### config.mk
export PLATFORM = sky130hd
export DESIGN_NAME = string_to_integer
export DESIGN_NICKNAME = d
export VERILOG_FILES = /design/src/hw/rtl/stu_pkg.sv /design/src/hw/rtl/stu_digit_acc.sv /design/src/hw/rtl/stu_scanner.sv /design/src/hw/rtl/string_to_integer.sv
export SDC_FILE = /design/constraint.sdc
export NUM_CORES = 1
export LEC_CHECK = 0
export BUFFER_PORTS_ARGS = -buffer_cell sky130_fd_sc_hd__buf_2
export CELL_PAD_IN_SITES_DETAIL_PLACEMENT = 2
export CELL_PAD_IN_SITES_GLOBAL_PLACEMENT = 2
export CORE_MARGIN = 5
export CORE_UTILIZATION = 36
export CTS_BUF_LIST = sky130_fd_sc_hd__clkbuf_16
export CTS_CLUSTER_SIZE = 8
export DETAILED_ROUTE_END_ITERATION = 10
export PLACE_DENSITY_LB_ADDON = 0.12
export SLEW_MARGIN = 10
export SYNTH_ARGS = -nofsm -noshare
export SYNTH_HDL_FRONTEND = slang
export SYNTH_SLANG_ARGS = --single-unit
### constraint.sdc
create_clock -name clk -period 10.9 [get_ports clk]
set_clock_uncertainty 0.15 [all_clocks]
set_input_delay 1.09 -clock clk [delete_from_list [all_inputs] [get_ports clk]]
set_output_delay 1.09 -clock clk [all_outputs]
set_load 0.005 [all_outputs]
### src/hw/rtl/stu_pkg.sv
// Shared types, character codes and helper functions for the string to integer converter.
package stu_pkg;

  typedef enum logic [2:0] {
    PH_SKIP   = 3'd0,
    PH_SIGN   = 3'd1,
    PH_ZERO   = 3'd2,
    PH_XSEEN  = 3'd3,
    PH_DIGITS = 3'd4,
    PH_DONE   = 3'd5
  } phase_t;

  typedef struct packed {
    logic signed [31:0] value;
    logic [15:0]        count;
    logic               converted;
    logic               overflow;
  } scan_result_t;

  localparam logic [5:0] BASE_AUTO = 6'd0;
  localparam logic [5:0] BASE_ONE  = 6'd1;
  localparam logic [5:0] BASE_OCT  = 6'd8;
  localparam logic [5:0] BASE_TEN  = 6'd10;
  localparam logic [5:0] BASE_HEX  = 6'd16;
  localparam logic [5:0] BASE_MAX  = 6'd36;
  localparam logic [5:0] DIGIT_BAD = 6'd36;

  localparam logic [7:0] CH_NUL   = 8'h00;
  localparam logic [7:0] CH_TAB   = 8'h09;
  localparam logic [7:0] CH_CR    = 8'h0D;
  localparam logic [7:0] CH_SPACE = 8'h20;
  localparam logic [7:0] CH_PLUS  = 8'h2B;
  localparam logic [7:0] CH_MINUS = 8'h2D;
  localparam logic [7:0] CH_ZERO  = 8'h30;
  localparam logic [7:0] CH_NINE  = 8'h39;
  localparam logic [7:0] CH_UA    = 8'h41;
  localparam logic [7:0] CH_UZ    = 8'h5A;
  localparam logic [7:0] CH_UX    = 8'h58;
  localparam logic [7:0] CH_LA    = 8'h61;
  localparam logic [7:0] CH_LZ    = 8'h7A;
  localparam logic [7:0] CH_LX    = 8'h78;
  localparam logic [7:0] LETTER_OFS = 8'd10;

  // digit value of a character, DIGIT_BAD for anything that is no digit
  function automatic logic [5:0] char_value(input logic [7:0] c);
    logic [7:0] v;
    v = {2'b00, DIGIT_BAD};
    if (c >= CH_ZERO && c <= CH_NINE) v = c - CH_ZERO;
    else if (c >= CH_UA && c <= CH_UZ) v = c - CH_UA + LETTER_OFS;
    else if (c >= CH_LA && c <= CH_LZ) v = c - CH_LA + LETTER_OFS;
    return v[5:0];
  endfunction

  // 0 stays automatic, 1 and anything above 36 fall back to ten
  function automatic logic [5:0] resolve_base(input logic [5:0] b);
    logic [5:0] r;
    r = b;
    if (b == BASE_ONE || b > BASE_MAX) r = BASE_TEN;
    return r;
  endfunction

  function automatic logic is_space(input logic [7:0] c);
    return (c == CH_SPACE) || (c >= CH_TAB && c <= CH_CR);
  endfunction

endpackage

### src/hw/rtl/stu_digit_acc.sv
// Multiply-add of one digit into the magnitude, with exact range check.
module stu_digit_acc #(
  parameter int VALUE_BITS = 32
) (
  input  logic [VALUE_BITS-1:0] mag,
  input  logic [5:0]            base,
  input  logic [5:0]            digit,
  output logic [VALUE_BITS-1:0] sum,
  output logic                  over
);
  import stu_pkg::*;

  localparam int FW = VALUE_BITS + 6;
  localparam logic [FW-1:0] LIMIT = FW'(1) << (VALUE_BITS - 1);

  logic [FW-1:0] full;

  // mag*base+digit above the limit is exactly the overflow case
  assign full = ({6'b0, mag} * {{VALUE_BITS{1'b0}}, base}) + {{VALUE_BITS{1'b0}}, digit};
  assign sum  = full[VALUE_BITS-1:0];
  assign over = full > LIMIT;

endmodule

### src/hw/rtl/stu_scanner.sv
// Scan state machine: one byte per step, emits the result at string end.
module stu_scanner #(
  parameter int VALUE_BITS    = 32,
  parameter int POSITION_BITS = 16
) (
  input  logic                 clk,
  input  logic                 rst,
  input  logic                 step,
  input  logic [7:0]           char_byte,
  input  logic                 is_last,
  input  logic [5:0]           cfg_base,
  output logic                 emit,
  output stu_pkg::scan_result_t result
);
  import stu_pkg::*;

  localparam logic [VALUE_BITS-1:0] LIMIT = VALUE_BITS'(1) << (VALUE_BITS - 1);

  phase_t                   phase, phase_next;
  logic                     neg, neg_next;
  logic [VALUE_BITS-1:0]    mag, mag_next;
  logic [5:0]               base, base_next;
  logic                     ovf, ovf_next;
  logic [POSITION_BITS-1:0] pos, pos_next;
  logic [POSITION_BITS-1:0] dend, dend_next;

  logic [POSITION_BITS-1:0] pos_inc;
  logic [5:0]               rb, tb, d;
  logic [VALUE_BITS-1:0]    acc;
  logic                     acc_over;
  logic                     take;

  logic [VALUE_BITS-1:0]    lim, m;
  logic [VALUE_BITS+31:0]   m_wide;
  logic [31:0]              m32;
  logic [POSITION_BITS+15:0] dend_wide;
  logic                     res_ovf;

  assign rb      = resolve_base(cfg_base);
  assign d       = char_value(char_byte);
  assign pos_inc = (pos == '1) ? pos : pos + 1'b1;

  // base a digit is checked against in the current phase
  always_comb begin
    case (phase)
      PH_SKIP: tb = (rb == BASE_AUTO) ? BASE_TEN : rb;
      PH_SIGN: tb = (base == BASE_AUTO) ? BASE_TEN : base;
      PH_ZERO: tb = (base == BASE_AUTO) ? BASE_OCT : base;
      default: tb = base;
    endcase
  end

  stu_digit_acc #(.VALUE_BITS(VALUE_BITS)) u_acc (
    .mag   (mag),
    .base  (tb),
    .digit (d),
    .sum   (acc),
    .over  (acc_over)
  );

  always_comb begin
    phase_next = phase;
    neg_next   = neg;
    mag_next   = mag;
    base_next  = base;
    ovf_next   = ovf;
    pos_next   = pos;
    dend_next  = dend;
    take       = 1'b0;
    if (char_byte != CH_NUL) begin
      unique case (phase)
        PH_SKIP: begin
          base_next = rb;
          if (is_space(char_byte)) begin
            pos_next = pos_inc;
          end else if (char_byte == CH_MINUS || char_byte == CH_PLUS) begin
            neg_next   = (char_byte == CH_MINUS);
            pos_next   = pos_inc;
            phase_next = PH_SIGN;
          end else if (char_byte == CH_ZERO && (rb == BASE_AUTO || rb == BASE_HEX)) begin
            pos_next   = pos_inc;
            dend_next  = pos_inc;
            mag_next   = '0;
            phase_next = PH_ZERO;
          end else begin
            take = 1'b1;
          end
        end
        PH_SIGN: begin
          if (char_byte == CH_ZERO && (base == BASE_AUTO || base == BASE_HEX)) begin
            pos_next   = pos_inc;
            dend_next  = pos_inc;
            mag_next   = '0;
            phase_next = PH_ZERO;
          end else begin
            take = 1'b1;
          end
        end
        PH_ZERO: begin
          if (char_byte == CH_LX || char_byte == CH_UX) begin
            pos_next   = pos_inc;
            base_next  = BASE_HEX;
            phase_next = PH_XSEEN;
          end else begin
            take = 1'b1;
          end
        end
        PH_XSEEN, PH_DIGITS: take = 1'b1;
        default: ;
      endcase
      if (take) begin
        base_next = tb;
        if (tb == BASE_AUTO || d >= tb) begin
          phase_next = PH_DONE;
        end else begin
          if (!ovf) begin
            if (acc_over) ovf_next = 1'b1;
            else mag_next = acc;
          end
          pos_next   = pos_inc;
          dend_next  = pos_inc;
          phase_next = PH_DIGITS;
        end
      end
    end
  end

  // result is formed from the state after this byte
  assign emit      = (char_byte == CH_NUL) || is_last;
  assign lim       = neg_next ? LIMIT : LIMIT - 1'b1;
  assign res_ovf   = ovf_next || (mag_next > lim);
  assign m         = res_ovf ? lim : mag_next;
  assign m_wide    = {32'b0, m};
  assign m32       = m_wide[31:0];
  assign dend_wide = {16'b0, dend_next};

  always_comb begin
    result = '0;
    if (dend_next != '0) begin
      result.converted = 1'b1;
      result.count     = dend_wide[15:0];
      result.overflow  = res_ovf;
      result.value     = neg_next ? -$signed(m32) : $signed(m32);
    end
  end

  always_ff @(posedge clk) begin
    if (rst || (step && emit)) begin
      phase <= PH_SKIP;
      neg   <= 1'b0;
      mag   <= '0;
      base  <= rst ? BASE_TEN : rb;
      ovf   <= 1'b0;
      pos   <= '0;
      dend  <= '0;
    end else if (step) begin
      phase <= phase_next;
      neg   <= neg_next;
      mag   <= mag_next;
      base  <= base_next;
      ovf   <= ovf_next;
      pos   <= pos_next;
      dend  <= dend_next;
    end
  end

endmodule

### src/hw/rtl/string_to_integer.sv
// Top level of the streaming string to integer converter.
//
// Usage: bytes of a string arrive one beat at a time on in_valid/in_ready
// with char_byte and is_last. Leading white space is skipped, then one sign,
// an optional 0x prefix (base 16 or automatic) and digits of the base are
// taken. A NUL byte ends the string without being scanned; a byte with
// is_last high is scanned and then ends the string. Each string gives one
// result beat on out_valid/out_ready: value (saturated), consumed_count,
// converted and overflow.
// The base is written on the cfg_valid/cfg_ready channel (numeric_base); the
// user must write it only while no string is in flight (the block does not
// enforce this); it is sampled at each string start. Throughput: one byte
// per cycle while in_ready stays high, set by the digit multiply-add in the
// scanner. A terminating byte passes the input register, then its result is
// loaded into the result register, from which the result beat is offered.
// A stalled receiver holds the result register; input keeps flowing until a
// second string end needs the result register, then in_ready drops.
// Reset (rst, synchronous) empties both registers, drops out_valid, restores
// base ten and returns the scanner to white-space skipping.
module string_to_integer #(
  parameter int VALUE_BITS    = 32,
  parameter int POSITION_BITS = 16
) (
  input  logic               clk,
  input  logic               rst,
  input  logic               in_valid,
  output logic               in_ready,
  input  logic [7:0]         char_byte,
  input  logic               is_last,
  input  logic               cfg_valid,
  output logic               cfg_ready,
  input  logic [5:0]         numeric_base,
  output logic               out_valid,
  input  logic               out_ready,
  output logic signed [31:0] value,
  output logic [15:0]        consumed_count,
  output logic               converted,
  output logic               overflow
);
  import stu_pkg::*;

  // configuration register
  logic [5:0] base_reg;

  // input stage
  logic       s1_valid;
  logic [7:0] s1_byte;
  logic       s1_last;
  logic       s1_adv;

  // scanner handshake
  logic         emit;
  scan_result_t res;
  scan_result_t out_res;

  assign cfg_ready = 1'b1;

  always_ff @(posedge clk) begin
    if (rst) base_reg <= BASE_TEN;
    else if (cfg_valid) base_reg <= numeric_base;
  end

  // a byte leaves the input stage unless it ends a string and the result
  // register is still full and not being taken
  assign s1_adv   = s1_valid && (!emit || !out_valid || out_ready);
  assign in_ready = !s1_valid || s1_adv;

  always_ff @(posedge clk) begin
    if (rst) begin
      s1_valid <= 1'b0;
    end else if (in_ready) begin
      s1_valid <= in_valid;
    end
  end

  always_ff @(posedge clk) begin
    if (in_valid && in_ready) begin
      s1_byte <= char_byte;
      s1_last <= is_last;
    end
  end

  stu_scanner #(
    .VALUE_BITS    (VALUE_BITS),
    .POSITION_BITS (POSITION_BITS)
  ) u_scan (
    .clk       (clk),
    .rst       (rst),
    .step      (s1_adv),
    .char_byte (s1_byte),
    .is_last   (s1_last),
    .cfg_base  (base_reg),
    .emit      (emit),
    .result    (res)
  );

  // result register
  always_ff @(posedge clk) begin
    if (rst) begin
      out_valid <= 1'b0;
    end else if (s1_adv && emit) begin
      out_valid <= 1'b1;
    end else if (out_ready) begin
      out_valid <= 1'b0;
    end
  end

  always_ff @(posedge clk) begin
    if (s1_adv && emit) out_res <= res;
  end

  assign value          = out_res.value;
  assign consumed_count = out_res.count;
  assign converted      = out_res.converted;
  assign overflow       = out_res.overflow;

`ifndef SYNTHESIS
  a_noconv_zero: assert property (@(posedge clk) disable iff (rst)
    out_valid && !converted |-> value == 0 && consumed_count == 0 && !overflow)
    else $error("result without conversion is not all zero");

  a_ovf_conv: assert property (@(posedge clk) disable iff (rst)
    out_valid && overflow |-> converted)
    else $error("overflow flagged without conversion");

  a_s1_hold: assert property (@(posedge clk) disable iff (rst)
    s1_valid && !s1_adv |=> s1_valid && $stable(s1_byte) && $stable(s1_last))
    else $error("input stage lost a held byte");

  a_rst_ready: assert property (@(posedge clk)
    rst |=> in_ready && !out_valid)
    else $error("pipeline not empty after reset");
`endif

endmodule

* After elaboration in Yosys (flattened, before gate mapping) *
Index checks and enable logic that the tools add are counted.

storage, ports and cells
  bits in registers = 142
  bits of input ports = 20
  output and inout port bits = 53
  logic and storage cells = 169

cells by class
  $add $sub $neg = 8
  multiply operators = 1
  $lt $le $gt $ge = 12
  equality and inequality tests = 19
  muxes and demuxes = 72
  reductions and logical operators = 41

operators by type and width
  kind                                                               count
  2-to-1 mux 32 bit                                                  12
  2-to-1 mux 16 bit                                                  15
  2-to-1 mux 6 bit                                                   13
  case mux 32 bit (2 select lines)                                   1
  case mux 16 bit (3 select lines)                                   1
  adder 38 x 6 -> 38 bit                                             1
  > comparator 38 x 32 -> 1 bit, second input constant               1
  multiplier 32 x 6 -> 38 bit                                        1
  == test 8 x 6 -> 1 bit, second input constant                      4
  > comparator 32 bit                                                1
  negation 32 bit                                                    1
  case mux 16 bit (2 select lines)                                   1
  zero test 6 bit                                                    3
  2-to-1 mux 1 bit                                                   18
  2-to-1 mux 3 bit                                                   6
  case mux 6 bit (3 select lines)                                    1
  adder 16 x 1 -> 16 bit, second input constant                      1
  == test 16 bit, second input constant                              1
  == test 8 x 7 -> 1 bit, second input constant                      2
  greater-or-equal comparator 8 x 7 -> 1 bit, second input constant  2
  less-or-equal comparator 8 x 7 -> 1 bit, second input constant     2
  nonzero test 16 bit                                                1
  logical OR 1 bit                                                   13
  adder 6 x 4 -> 6 bit, second input constant                        2
  other kinds (31)                                                   49

* Depth between registers and ports, before layout *
Gate-level depths: netlist of the first run.

  depth after elaboration = 20
  mapped depth = 55
  gate-level depth less buffers = 47

* Modules after synthesis *
From an unflattened synthesis of the first run, not the netlist that was laid out.

unflattened totals
  cells, all modules = 1931
  area total of the unflattened synthesis = 16782.3 µm²

by module, submodules not included
  module             times used  cells an instance  area each (µm²)
  stu_scanner        1           1034               7612.3
  stu_digit_acc      1           804                7058.0
  string_to_integer  1           93                 2112.0

* Worst setup path before layout of the first run *
No wires, ideal clock.

  path kind = register to register
  start point = register u_scan.base[5]
  end point = register out_res, in the netlist value[26] (data pin)
  arrival time = 11.559 ns
  slack = -1.086 ns
  cell stages (with the launch flop) = 52
  buffers on the path = 6
  clock period less this slack = 11.986 ns
  cell sequence = edfxtp_1 > or4_1 > nor4_2 > a2111oi_1 > nor3_4 > clkbuf_1 > nand2_1 > fa_1 > fa_1 > inv_1 > fa_1 > inv_1 > fa_1 > inv_1 > ha_1 > a21o_1 > o21bai_4 > a21oi_2 > [16 not listed] > a21oi_1 > o21ai_0 > nor4b_1 > nor2_1 > a21oi_2 > buf_2 > buf_2 > buf_1 > nand2_1 > nand2_1 > ha_1 > inv_1 > a2111oi_4 > nand3_1 > nor2_1 > or2_1 > buf_2 > a311oi_1

between the ends
  cells in the longest elaborated chain, start to end = 16
  elaborated cells between the ends (all ways) = 39
  classes of those cells = add/sub: 2; mul: 1; order compare: 3; eq/ne: 1; mux: 25; reduce/logical: 7

ends and longest elaborated chain
  element                                     RTL line                                                 source
  from (decl)                                 stu_scanner.sv:22                                        logic [5:0] base, base_next;
  from (signal assigned)                      stu_scanner.sv:152                                       base <= rst ? BASE_TEN : rb;
  from (signal assigned)                      stu_scanner.sv:160                                       base <= base_next;
  zero test 6 bit                             stu_scanner.sv:47, stu_scanner.sv:48, stu_scanner.sv:90
  2-to-1 mux 6 bit, on equally long branches  stu_scanner.sv:48, stu_scanner.sv:47
  case mux 6 bit (3 select lines)             stu_scanner.sv:45                                        case (phase)
  multiplier 32 x 6 -> 38 bit                 stu_digit_acc.sv:19                                      assign full = ({6'b0, mag} * {{VALUE_BITS{1'b0}}, base}) + {{VALUE_BITS{1'b0}}, digit};
  adder 38 x 6 -> 38 bit                      stu_digit_acc.sv:19
  > comparator 38 x 32 -> 1 bit               stu_digit_acc.sv:21                                      assign over = full > LIMIT;
  2-to-1 mux 32 bit                           stu_scanner.sv:117                                       if (acc_over) ovf_next = 1'b1;
  2-to-1 mux 32 bit                           stu_scanner.sv:116                                       if (!ovf) begin
  2-to-1 mux 32 bit                           stu_scanner.sv:113                                       if (tb == BASE_AUTO || d >= tb) begin
  2-to-1 mux 32 bit (*)                       stu_scanner.sv:111                                       if (take) begin
  2-to-1 mux 32 bit (*)                       stu_scanner.sv:70                                        if (char_byte != CH_NUL) begin
  net u_scan.mag_next[24]                     stu_scanner.sv:21                                        logic [VALUE_BITS-1:0] mag, mag_next;
  > comparator 32 bit                         stu_scanner.sv:131                                       assign res_ovf = ovf_next || (mag_next > lim);
  logical OR 1 bit                            stu_scanner.sv:131
  2-to-1 mux 32 bit (*)                       stu_scanner.sv:132                                       assign m = res_ovf ? lim : mag_next;
  negation 32 bit                             stu_scanner.sv:143                                       result.value = neg_next ? -$signed(m32) : $signed(m32);
  2-to-1 mux 32 bit (*)                       stu_scanner.sv:143
  to (signal assigned)                        string_to_integer.sv:109                                 if (s1_adv && emit) out_res <= res;
  to (decl)                                   string_to_integer.sv:54                                  scan_result_t out_res;

The timed path passes the listed nets; every way through them passes the cells marked *. The select of a mux whose other input is x is not followed.
A chain may end at the register's enable or synchronous reset.

* Worst setup path after layout of the first run *
  start point = register u_scan.base[5]
  end point = register out_res, in the netlist value[28] (data pin)

between the ends
  cells in the longest elaborated chain, start to end = 16
  elaborated cells between the ends (all ways) = 39
  classes of those cells = add/sub: 2; mul: 1; order compare: 3; eq/ne: 1; mux: 25; reduce/logical: 7

ends and longest elaborated chain
  element                                     RTL line
  zero test 6 bit                             stu_scanner.sv:47, stu_scanner.sv:48, stu_scanner.sv:90
  2-to-1 mux 6 bit, on equally long branches  stu_scanner.sv:48, stu_scanner.sv:47
  case mux 6 bit (3 select lines)             stu_scanner.sv:45
  multiplier 32 x 6 -> 38 bit                 stu_digit_acc.sv:19
  adder 38 x 6 -> 38 bit                      stu_digit_acc.sv:19
  > comparator 38 x 32 -> 1 bit               stu_digit_acc.sv:21
  2-to-1 mux 32 bit                           stu_scanner.sv:117
  2-to-1 mux 32 bit                           stu_scanner.sv:116
  2-to-1 mux 32 bit                           stu_scanner.sv:113
  2-to-1 mux 32 bit (*)                       stu_scanner.sv:111
  2-to-1 mux 32 bit (*)                       stu_scanner.sv:70
  net u_scan.mag_next[30]                     stu_scanner.sv:21
  > comparator 32 bit (*)                     stu_scanner.sv:131
  logical OR 1 bit (*)                        stu_scanner.sv:131
  2-to-1 mux 32 bit (*)                       stu_scanner.sv:132
  negation 32 bit                             stu_scanner.sv:143
  2-to-1 mux 32 bit (*)                       stu_scanner.sv:143

Marks and branches as above.

==> out/metrics.csv, run 1 <==
metric,value,unit
cp_max_fo,10,
power_density,83.8,mW/mm2
cts_tree,yes,
worstPathArrival,12.29,ns
cts.root.buffer_cell,clkbuf_16,
synth_edf_count,65,
grt-ovfl-total,0,
nets,2645,
dieArea,0.0521,mm2
whs_path_depth,2,
setup_tns,-33.15,ns
wl,96900,um
clk_latency,0.52,ns
grt_max_degree,71,
ys_warn_count,0,
instances_no_fill,2998,
slowest_delay,0.81,ns
cp-end-kind,flop,
cap_violations,0,
failed_checks,negative setup slack,
globalplace.congestion,0.904,
reg2reg_depth,44,
whs,0.329,ns
ff2ff_setup_slack,-1.28,ns
initial_utilization,36.1,%
yosys_most_used_dff,dfxtp_1,
numCtsBuffers,17,
period_share,112,%
path_class,reg -> reg,
slowest_stage,fa_1,
p_leak,10.0,nW
via_count,19200,
cts_hold_buf,0,
cp.required,11.00,ns
grt_pass1_vias,20400,
most-common-layout-cells,"buf_4 (321), nand2_1 (187), nor2_1 (180)",
stdcell_area,0.0226,mm2
worst_ir_drop_vdd,0.152,mV
viasPerCell,6.42,
synth_seq_cells,142,
avgSynthCellArea,8.34,um2
clk_pin_slew_worst_paths,0.07,ns
crit_path_start_kind,flop,
grt_pass1_wl,125000,um
syn_inst,2055,
finalCriticalPeriod,12.18,ns
slew_viol_final,0,
io_pins,73,
hp-start,u_scan.dend[15],
die_x,228,um
grt_util_all_layers,30.7,%
setup_viol,32,
syn_to_final_growth,31.7,%
worstMarginPinSlew,1.46,ns
finalPower,1.89,mW
core_area,0.0474,mm2
antenna_left,0,
syn_area,0.0171,mm2
hold_path_class,reg -> reg,
setup_slack,-1.28,ns
h-tree-depth,4,
dpl_cell_area,0.0198,mm2
syn-num-nets,2330,
antenna_found_initial,1,
cts_sinks,142,
cts_buffer_depth,2,
relSlewSlack,2.44,%
rows,80,
max_freq,82.1,MHz
firstDrtPassIters,6,
status,"finished, violations left",
final_common_cell,buf_4,
wl_per_cell,32.3,um
grt_setup_unrepaired,true,
hold_violations,0,
drive_gt1_share,29.8,%
hold_path_end,u_scan.dend[15],
async_reset_ff_share,0,%
synth_cell_types,103,
r2r-end,value[28],
drt-initial-drc-count,1820,
die_h,228,um
r2r_start,u_scan.base[5],
seq_area_frac_synth,20.4,%
dp.cells,2865,
hpwl,56800,um
drc,0,
io_buffer_count,71,
diodes,0,
## report_power, final
| part | total [mW] | switching [mW] | internal, mW |
|---|---|---|---|
| combinational | 0.670 | 0.416 | 0.253 |
| clock | 0.627 | 0.324 | 0.303 |
| sequential | 0.594 | 0.0189 | 0.575 |
| total | 1.89 | 0.759 | 1.13 |
## per-layer routing
metal / track usage (%) / vias up / part of all wire, %
met2: 54.1 / 983 / 49
met4: 15.1 / 0 / 7.3
met5: 0 / - / 0
met3: 5.86 / 446 / 6.1
met1: 35.7 / 9837 / 37
li1: - / 7974 / -
## Yosys cell counts, drive strengths merged (27+ instances only)
master | n | area share (%)
a211oi | 32 | 1.4
a21o | 31 | 1.4
a21oi | 137 | 4.1
a22oi | 31 | 1.4
and2 | 174 | 6.4
buf | 34 | 1.0
clkbuf | 91 | 2.0
dfxtp | 77 | 9.0
edfxtp | 65 | 11
fa | 124 | 14
ha | 131 | 9.6
inv | 75 | 1.6
mux2i | 27 | 1.6
nand2 | 197 | 4.3
nand3 | 39 | 1.1
nand4 | 28 | 1.1
nor2 | 192 | 4.2
nor2b | 42 | 1.5
nor3 | 39 | 1.3
o21ai | 133 | 3.9
xnor2 | 28 | 1.4
## worst max-delay path by stage
stage | cells past startpoint | startpoint | to
6_report | 44 | u_scan.base[5] | value[28]
5_1_grt | 45 | u_scan.base[5] | value[28]
4_1_cts | 46 | u_scan.base[2] | value[9]
3_5_place_dp | 44 | u_scan.base[2] | value[18]
3_3_place_gp | 44 | u_scan.base[2] | value[18]
2_1_floorplan | 46 | u_scan.base[2] | value[18]
## final cells by class
type | instances | area [um2]
Clock buffer | 17 | 425
Clock inverter | 15 | 155
Fill cell | 5109 | 24900
Inverter | 75 | 284
Multi-Input combinational cell | 1713 | 14200
Sequential cell | 142 | 3490
Tap cell | 615 | 769
Timing Repair Buffer | 421 | 3200
## worst max-delay path: cells and delay by family (launching register included)
family | cells | cell delay (ns)
AOI/OAI and AO/OA | 16 | 3.91
xor gates and xnor gates | 1 | 0.26
adders and majority gates | 7 | 3.02
buffers and inverters | 8 | 1.34
DFF | 1 | 0.39
and+or+nand+nor | 12 | 2.82
## through the flow
step                      util, %  setup WS (ns)
after floorplan                 -        0.00899
after global placement       41.8         -0.133
after detailed placement     41.8         -0.491
after CTS                    45.6         -0.129
after global routing         47.6          -1.45
final                        47.6          -1.28
## logic make-up after synthesis
| family | Yosys count | share of synthesized area [%] |
|---|---|---|
| other | 1 | 0.0219 |
| AOI/OAI and AO/OA | 529 | 20.6 |
| adders and majority gates | 255 | 24.0 |
| xor gates and xnor gates | 48 | 2.45 |
| and+or+nand+nor | 843 | 25.6 |
| muxes | 37 | 2.26 |
| buffers and inverters | 200 | 4.66 |
| DFF | 142 | 20.4 |
## timing repair
action                     4_1_cts  5_1_grt
setup endpoints to repair       27       33
pin swaps                       56       73
buffers inserted                76       31
cloned                           1        1
resized for setup              124      153
(Power assumes the default switching activity.)
==> run 2: changes to the inputs <==
--- a/config.mk
+++ b/config.mk
@@ -15,5 +15,5 @@
 export DETAILED_ROUTE_END_ITERATION = 10
 export PLACE_DENSITY_LB_ADDON = 0.12
-export SLEW_MARGIN = 10
+export SLEW_MARGIN = 40
 export SYNTH_ARGS = -nofsm -noshare
 export SYNTH_HDL_FRONTEND = slang
--- a/constraint.sdc
+++ b/constraint.sdc
@@ -3,3 +3,3 @@
 set_input_delay 1.09 -clock clk [delete_from_list [all_inputs] [get_ports clk]]
 set_output_delay 1.09 -clock clk [all_outputs]
-set_load 0.005 [all_outputs]
+set_load 0.1 [all_outputs]
==> run 2 against run 1 <==
  * First-iteration DRC count decreased by 11%
  * Largest cell class unchanged
  * The flow still finishes with violations (negative setup slack)
  * Largest power group unchanged
  * Fmax decreased by 0.90%
  * Core utilization grew 0.52 points
  * Die area unchanged
  * Flip-flop and latch count unchanged
  * Critical path depth grew 2
  * Critical endpoint is now value[26]
  * Count of clock-buffer cells in the layout is the same
==> out/metrics.csv, run 2 (same netlist as run 1, synthesis figures left out) <==
metric,value,unit,change
finalPower,1.96,mW,+3.7%
grt_pass1_vias,20700,,+1.3%
post-place-ws,-0.534,ns,-0.0431 ns
cts.root.buffer_cell,clkbuf_16,,
r2r-end,value[26],,
drt-initial-drc-count,1618,,-11%
firstDrtPassIters,5,,-1
crit_path_start_kind,flop,,
period_share,113,%,+1.0 points
die_x,228,um,unchanged
io_pins,73,,unchanged
finalCriticalPeriod,12.29,ns,+0.111 ns
r2r_start,u_scan.base[5],,
whs,0.329,ns,-0.000385 ns
nets,2651,,+0.23%
power_density,86.0,mW/mm2,+2.6%
grt_util_all_layers,31.0,%,+0.35 points
hold_violations,0,,unchanged
grt_max_degree,71,,unchanged
cp.required,11.02,ns,+0.02 ns
wl,97100,um,+0.23%
dp.cells,2865,,unchanged
hold_path_class,reg -> reg,,
wl_per_cell,32.3,um,about the same
cts_hold_buf,0,,unchanged
critPathMostFrequentCell,buf_4,,
h-tree-depth,4,,unchanged
max_freq,81.3,MHz,-0.90%
worstPathArrival,12.42,ns,+0.13 ns
cts_buffer_depth,2,,unchanged
numCtsBuffers,17,,unchanged
failed_checks,negative setup slack,,
viasPerCell,6.40,,-0.21%
fin_util,48.1,%,+0.52 points
slowest_delay,0.72,ns,-0.09 ns
cts_tree,yes,,
hpwl,56900,um,+0.13%
path_class,reg -> reg,,
most-common-layout-cells,"buf_4 (318), nand2_1 (182), nor2_1 (175)",,
grt_setup_unrepaired,true,,
slew_viol_final,0,,unchanged
status,"finished, violations left",,
antenna_left,0,,unchanged
antenna_found_initial,6,,+5
p_leak,10.1,nW,+0.78%
instances_no_fill,3005,,+0.23%
dpl_cell_area,0.0199,mm2,about the same
ff2ff_setup_slack,-1.39,ns,-0.11 ns
initial_utilization,36.1,%,unchanged
setup_tns,-33.33,ns,-0.180 ns
cp_max_fo,10,,unchanged
cts_sinks,142,,unchanged
setup_viol,33,,+3.1%
clk_pin_slew_worst_paths,0.08,ns,about the same
whs_path_depth,2,,unchanged
io_buffer_count,71,,unchanged
worstMarginPinSlew,0.955,ns,-0.504 ns
core_area,0.0474,mm2,unchanged
reg2reg_depth,46,,+4.5%
relSlewSlack,36.2,%,+34 points
drc,0,,unchanged
worst_ir_drop_vdd,0.113,mV,-26%
grt-ovfl-total,0,,unchanged
cap_violations,0,,unchanged
final_common_cell,buf_4,,
slowest_stage,o21ai_0,,
via_count,19200,,+0.026%
cp-end-kind,flop,,
drive_gt1_share,30.6,%,+0.80 points
hp-start,u_scan.dend[15],,
stdcell_area,0.0228,mm2,+1.1%
clk_latency,0.52,ns,about the same
die_h,228,um,unchanged
globalplace.congestion,0.904,,unchanged
rows,80,,unchanged
syn_to_final_growth,33.1,%,
grt_pass1_wl,127000,um,+1.7%
hold_path_end,u_scan.dend[15],,
setup_slack,-1.39,ns,-0.111 ns
dieArea,0.0521,mm2,unchanged
==> run 2: cell types whose count changed in the layout (fill, tap and decap cells not counted), moves of 4 or more <==
cell / change
buf_12: +6
a21oi_2: -5
buf_6: +4
nor2_2: +6
a21oi_4: +7
nand2_2: +6
nand2_1: -5
a211oi_2: +4
ha_4: +4
nor2_1: -5
==> run 2: report_power, final <==
group	switching (mW)	leakage (nW)	total (mW)	internal, mW
combinational	0.462	8.55	0.724	0.263
clock	0.316	0.297	0.643	0.327
sequential	0.0187	1.25	0.594	0.575
==> run 2: repair_timing <==
item                                    CTS  global route
cloned                                    1             1
setup buffers                            74            39
pin swaps                                70            67
endpoints found under the setup margin   27            33
hold endpoints to repair                  0             0
gates resized for setup                 165           132
==> run 2: worst max path at each step <==
stage / startpoint / to / slack, ns / cells past startpoint
after floorplan: u_scan.base[2] / value[18] / 0.009 / 46
after global placement: u_scan.base[2] / value[18] / -0.13 / 44
after detailed placement: u_scan.base[2] / value[18] / -0.53 / 45
after CTS: u_scan.base[5] / value[18] / -0.07 / 49
after global routing: u_scan.base[5] / value[26] / -1.33 / 47
final: u_scan.base[5] / value[26] / -1.39 / 46
==> run 2: per-layer routing <==
layer / share of wire [%] / vias up / GRT usage (%) / routed length, um
met2: 49 / 1004 / 54.6 / 47300
met1: 37 / 9818 / 36.9 / 35800
met3: 6.5 / 451 / 4.99 / 6320
met5: 0.011 / - / 0 / 11
met4: 8.0 / 2 / 15.1 / 7740
li1: - / 7970 / - / -
==> run 2: final cells by class <==
cell class	instances	area, um2
clock inverter	15	174
timing repair buffer	427	3330
inverter	75	287
clock buffer	17	425
fill	5059	24600
antenna	1	2.50
multi-input combinational	1713	14300
sequential	142	3490
tap	615	769
==> run 2: worst max-delay path: cells and delay by family, from the launching register on <==
kind,cells,cell delay (ns)
compound gates,11,3.18
xor+xnor,1,0.19
fa+ha+maj,7,2.65
buf+inv,11,1.61
flops,1,0.39
mux,2,0.45
simple gates,14,3.40
==> run 3: changes to the inputs <==
- MAX_ROUTING_LAYER: not set -> met4
- SYNTH_HIERARCHICAL: not set -> 1
==> run 3 against run 2 <==
  * The flow now finishes without violations
  * Cell count down 9.7%
  * Cell area down 14%
  * Hold slack better by 0.053 ns
  * Count of clock-buffer cells in the layout up 1
  * Worst setup slack better by 1.7 ns
  * Fmax up 16%
  * First-iteration DRC count down 47%
  * Area after synthesis down 2.1%
  * Routed wire length down 35%
  * Sequential power down 0.8%
==> out/metrics.csv, run 3 <==
metric,value,unit,change
dpl_cell_area,0.0188,mm2,-5.4%
yosys_most_used_dff,dfxtp_1,,
yosysMostFrequentCell,and2_1,,
die_x,226,um,-1.0%
via_count,15800,,-18%
path_class,reg -> reg,,
synth_seq_cells,142,,unchanged
grt_max_degree,70,,-1.4%
syn_inst,1931,,-6.0%
p_comb_share,29.1,%,-7.8 points
synthTopCellsByCount,"and2_1 (196), nor2_1 (180), nand2_1 (165)",,
syn_to_final_growth,17.5,%,
whs_path_depth,2,,unchanged
clk_latency,0.49,ns,-0.03 ns
wl_per_cell,23.2,um,-28%
slowest_stage,or4_4,,
h-tree-depth,4,,unchanged
hold_path_end,out_valid,,
initial_utilization,36.2,%,+0.081 points
cts_sinks,142,,unchanged
netlist.top_cell.by_area,fa_1,,
core_area,0.0464,mm2,-2.3%
viasPerCell,5.81,,-9.2%
synthSimpleGateAreaFrac,24.8,%,-0.73 points
power_density,86.0,mW/mm2,+0.11%
synth_top_family_by_area,simple AND/OR/NAND/NOR gates,,
nets,2369,,-11%
cap_violations,0,,unchanged
worstMarginPinSlew,0.831,ns,-0.125 ns
rows,79,,-1.3%
relSlewSlack,44.1,%,+7.9 points
hold_path_class,reg -> reg,,
synth_xor_area_share,1.67,%,-0.78 points
power.switching,638,uW,-20%
hp-start,out_valid,,
setup_viol,0,,-100%
cp.required,11.04,ns,+0.02 ns
status,completed,,
cts_tree,yes,,
dp.cells,2679,,-6.5%
grt_pass1_wl,100000,um,-21%
drc,0,,unchanged
most-common-layout-cells,"and2_1 (195), nor2_1 (174), nand2_1 (161)",,
r2r-end,value[16],,
globalplace.congestion,0.892,,-1.3%
instances_no_fill,2715,,-9.7%
drt-initial-drc-count,853,,-47%
regArea,0.00350,mm2,about the same
path_buf_inv,7,,-4
die_h,226,um,-1.0%
setup_tns,0,ns,+33.33 ns
grt_util_all_layers,25.5,%,-5.5 points
worst_ir_drop_vdd,0.0979,mV,-14%
synth_top_area_share,14.8,%,+0.31 points
avgSynthCellArea,8.69,um2,+4.2%
crit_path_start_kind,flop,,
cp_max_fo,27,,+17
antenna_found_initial,0,,-6
multi_input_area,0.0129,mm2,-10%
synth_cell_types,114,,+11%
crit_family,simple AND/OR/NAND/NOR gates,,
cts_hold_buf,0,,unchanged
antenna_left,0,,unchanged
dieArea,0.0510,mm2,-2.0%
synth_adder_area_share,24.5,%,+0.43 points
max_freq,94.2,MHz,+16%
grt_pass1_vias,17500,,-16%
cts_buffer_depth,2,,unchanged
hold_violations,0,,unchanged
worstPathArrival,10.76,ns,-1.66 ns
finalCriticalPeriod,10.61,ns,-1.68 ns
io_buffer_count,71,,unchanged
p_leak,9.05,nW,-10%
p_int,1.06,mW,-9.1%
syn_area,0.0168,mm2,-2.1%
fill_cells,5147,,+1.7%
io_pins,73,,unchanged
slew_viol_final,0,,unchanged
r2r_start,base_reg[2],,
cp-end-kind,flop,,
grt-ovfl-total,0,,unchanged
ff2ff_setup_slack,0.29,ns,+1.68 ns
synthTopCellsByArea,"fa_1 (15%), edfxtp_1 (12%), ha_1 (9.7%)",,
firstDrtPassIters,6,,+1
period_share,97.4,%,-15 points
switching_share,37.6,%,-3.0 points
slowest_delay,0.54,ns,-0.18 ns
syn-num-nets,2205,,-5.4%
diodes,0,,-1
synth_compound_area_share,21.7,%,+1.0 points
async_reset_ff_share,0,%,unchanged
synth_edf_count,65,,unchanged
seq_area_frac_synth,20.8,%,+0.43 points
seq_power_share,34.7,%,+4.4 points
numCtsBuffers,17,,unchanged
stdcell_area,0.0197,mm2,-14%
drive_gt1_share,18.9,%,-12 points
clk_pin_slew_worst_paths,0.08,ns,about the same
startpoint,base_reg[2],,
critPathMostFrequentCell,buf_4,,
final_common_cell,and2_1,,
ys_warn_count,6,,+6
cts.root.buffer_cell,clkbuf_16,,
wl,63000,um,-35%
clockPowerShare,36.2,%,+3.4 points
reg2reg_depth,44,,-4.3%
synthMuxAreaShare,2.12,%,-0.13 points
hpwl,50700,um,-11%
## run 3: worst min-delay path, stage by stage, from the launching register on
cell,delay (ns)
dfxtp_1,0.34
nand2b_1,0.09
a21oi_1,0.06
## run 3: power by group through the flow
stage	clock network [mW]	logic [mW]	registers, mW
after global placement	0	0.458	0.599
after detailed placement	0	0.473	0.600
after CTS	0.630	0.476	0.588
final	0.615	0.493	0.589
after global routing	0.650	0.532	0.591
after floorplan	0	0.266	0.635
## run 3: how the worst max path moves through the flow
stage | end | slack, ns | depth (start not counted)
after floorplan | value[30] | 0.005 | 49
after global placement | value[22] | 0.15 | 41
after detailed placement | value[30] | -0.23 | 44
after CTS | value[30] | 0.03 | 42
after global routing | value[18] | -0.07 | 46
final | value[16] | 0.29 | 44
## run 3: layer usage
layer / track usage (%) / wire, um
met1: 34.2 / 29700
met5: - / 0
met2: 40.9 / 29600
met3: 4.07 / 2600
met4: 5.74 / 1100
## run 3: cells by family after synthesis
| family | after synthesis |
|---|---|
| compound gates | 509 |
| xor+xnor | 32 |
| fa+ha+maj | 254 |
| buf+inv | 173 |
| flops | 142 |
| mux | 35 |
| other cells | 1 |
| simple gates | 785 |
## run 3: per-stage QoR
| step | hold WS, ns | utilization (%) | power, mW | setup WS, ns |
|---|---|---|---|---|
| after floorplan | 0.328 | - | 0.901 | 0.00506 |
| after global placement | 0.337 | 40.5 | 1.06 | 0.151 |
| after detailed placement | 0.375 | 40.5 | 1.07 | -0.227 |
| after CTS | 0.390 | 41.9 | 1.70 | 0.0324 |
| after global routing | 0.406 | 42.5 | 1.77 | -0.0688 |
| final | 0.382 | 42.5 | 1.70 | 0.286 |
## run 3: repair_timing
action                                 in CTS  in global routing
setup endpoints to repair                  14                 25
buffers inserted                            0                  4
gates resized for setup                     9                 62
pin swaps                                   0                 20
gates cloned                                0                  0
endpoints found under the hold margin       0                  0
## run 3: layout make-up
type | instances | share of cell area (%)
Timing Repair Buffer | 232 | 8.32
Inverter | 86 | 1.64
Sequential cell | 142 | 17.7
Tap cell | 607 | 3.85
Multi-Input combinational cell | 1616 | 65.4
Clock buffer | 18 | 2.28
Clock inverter | 14 | 0.806
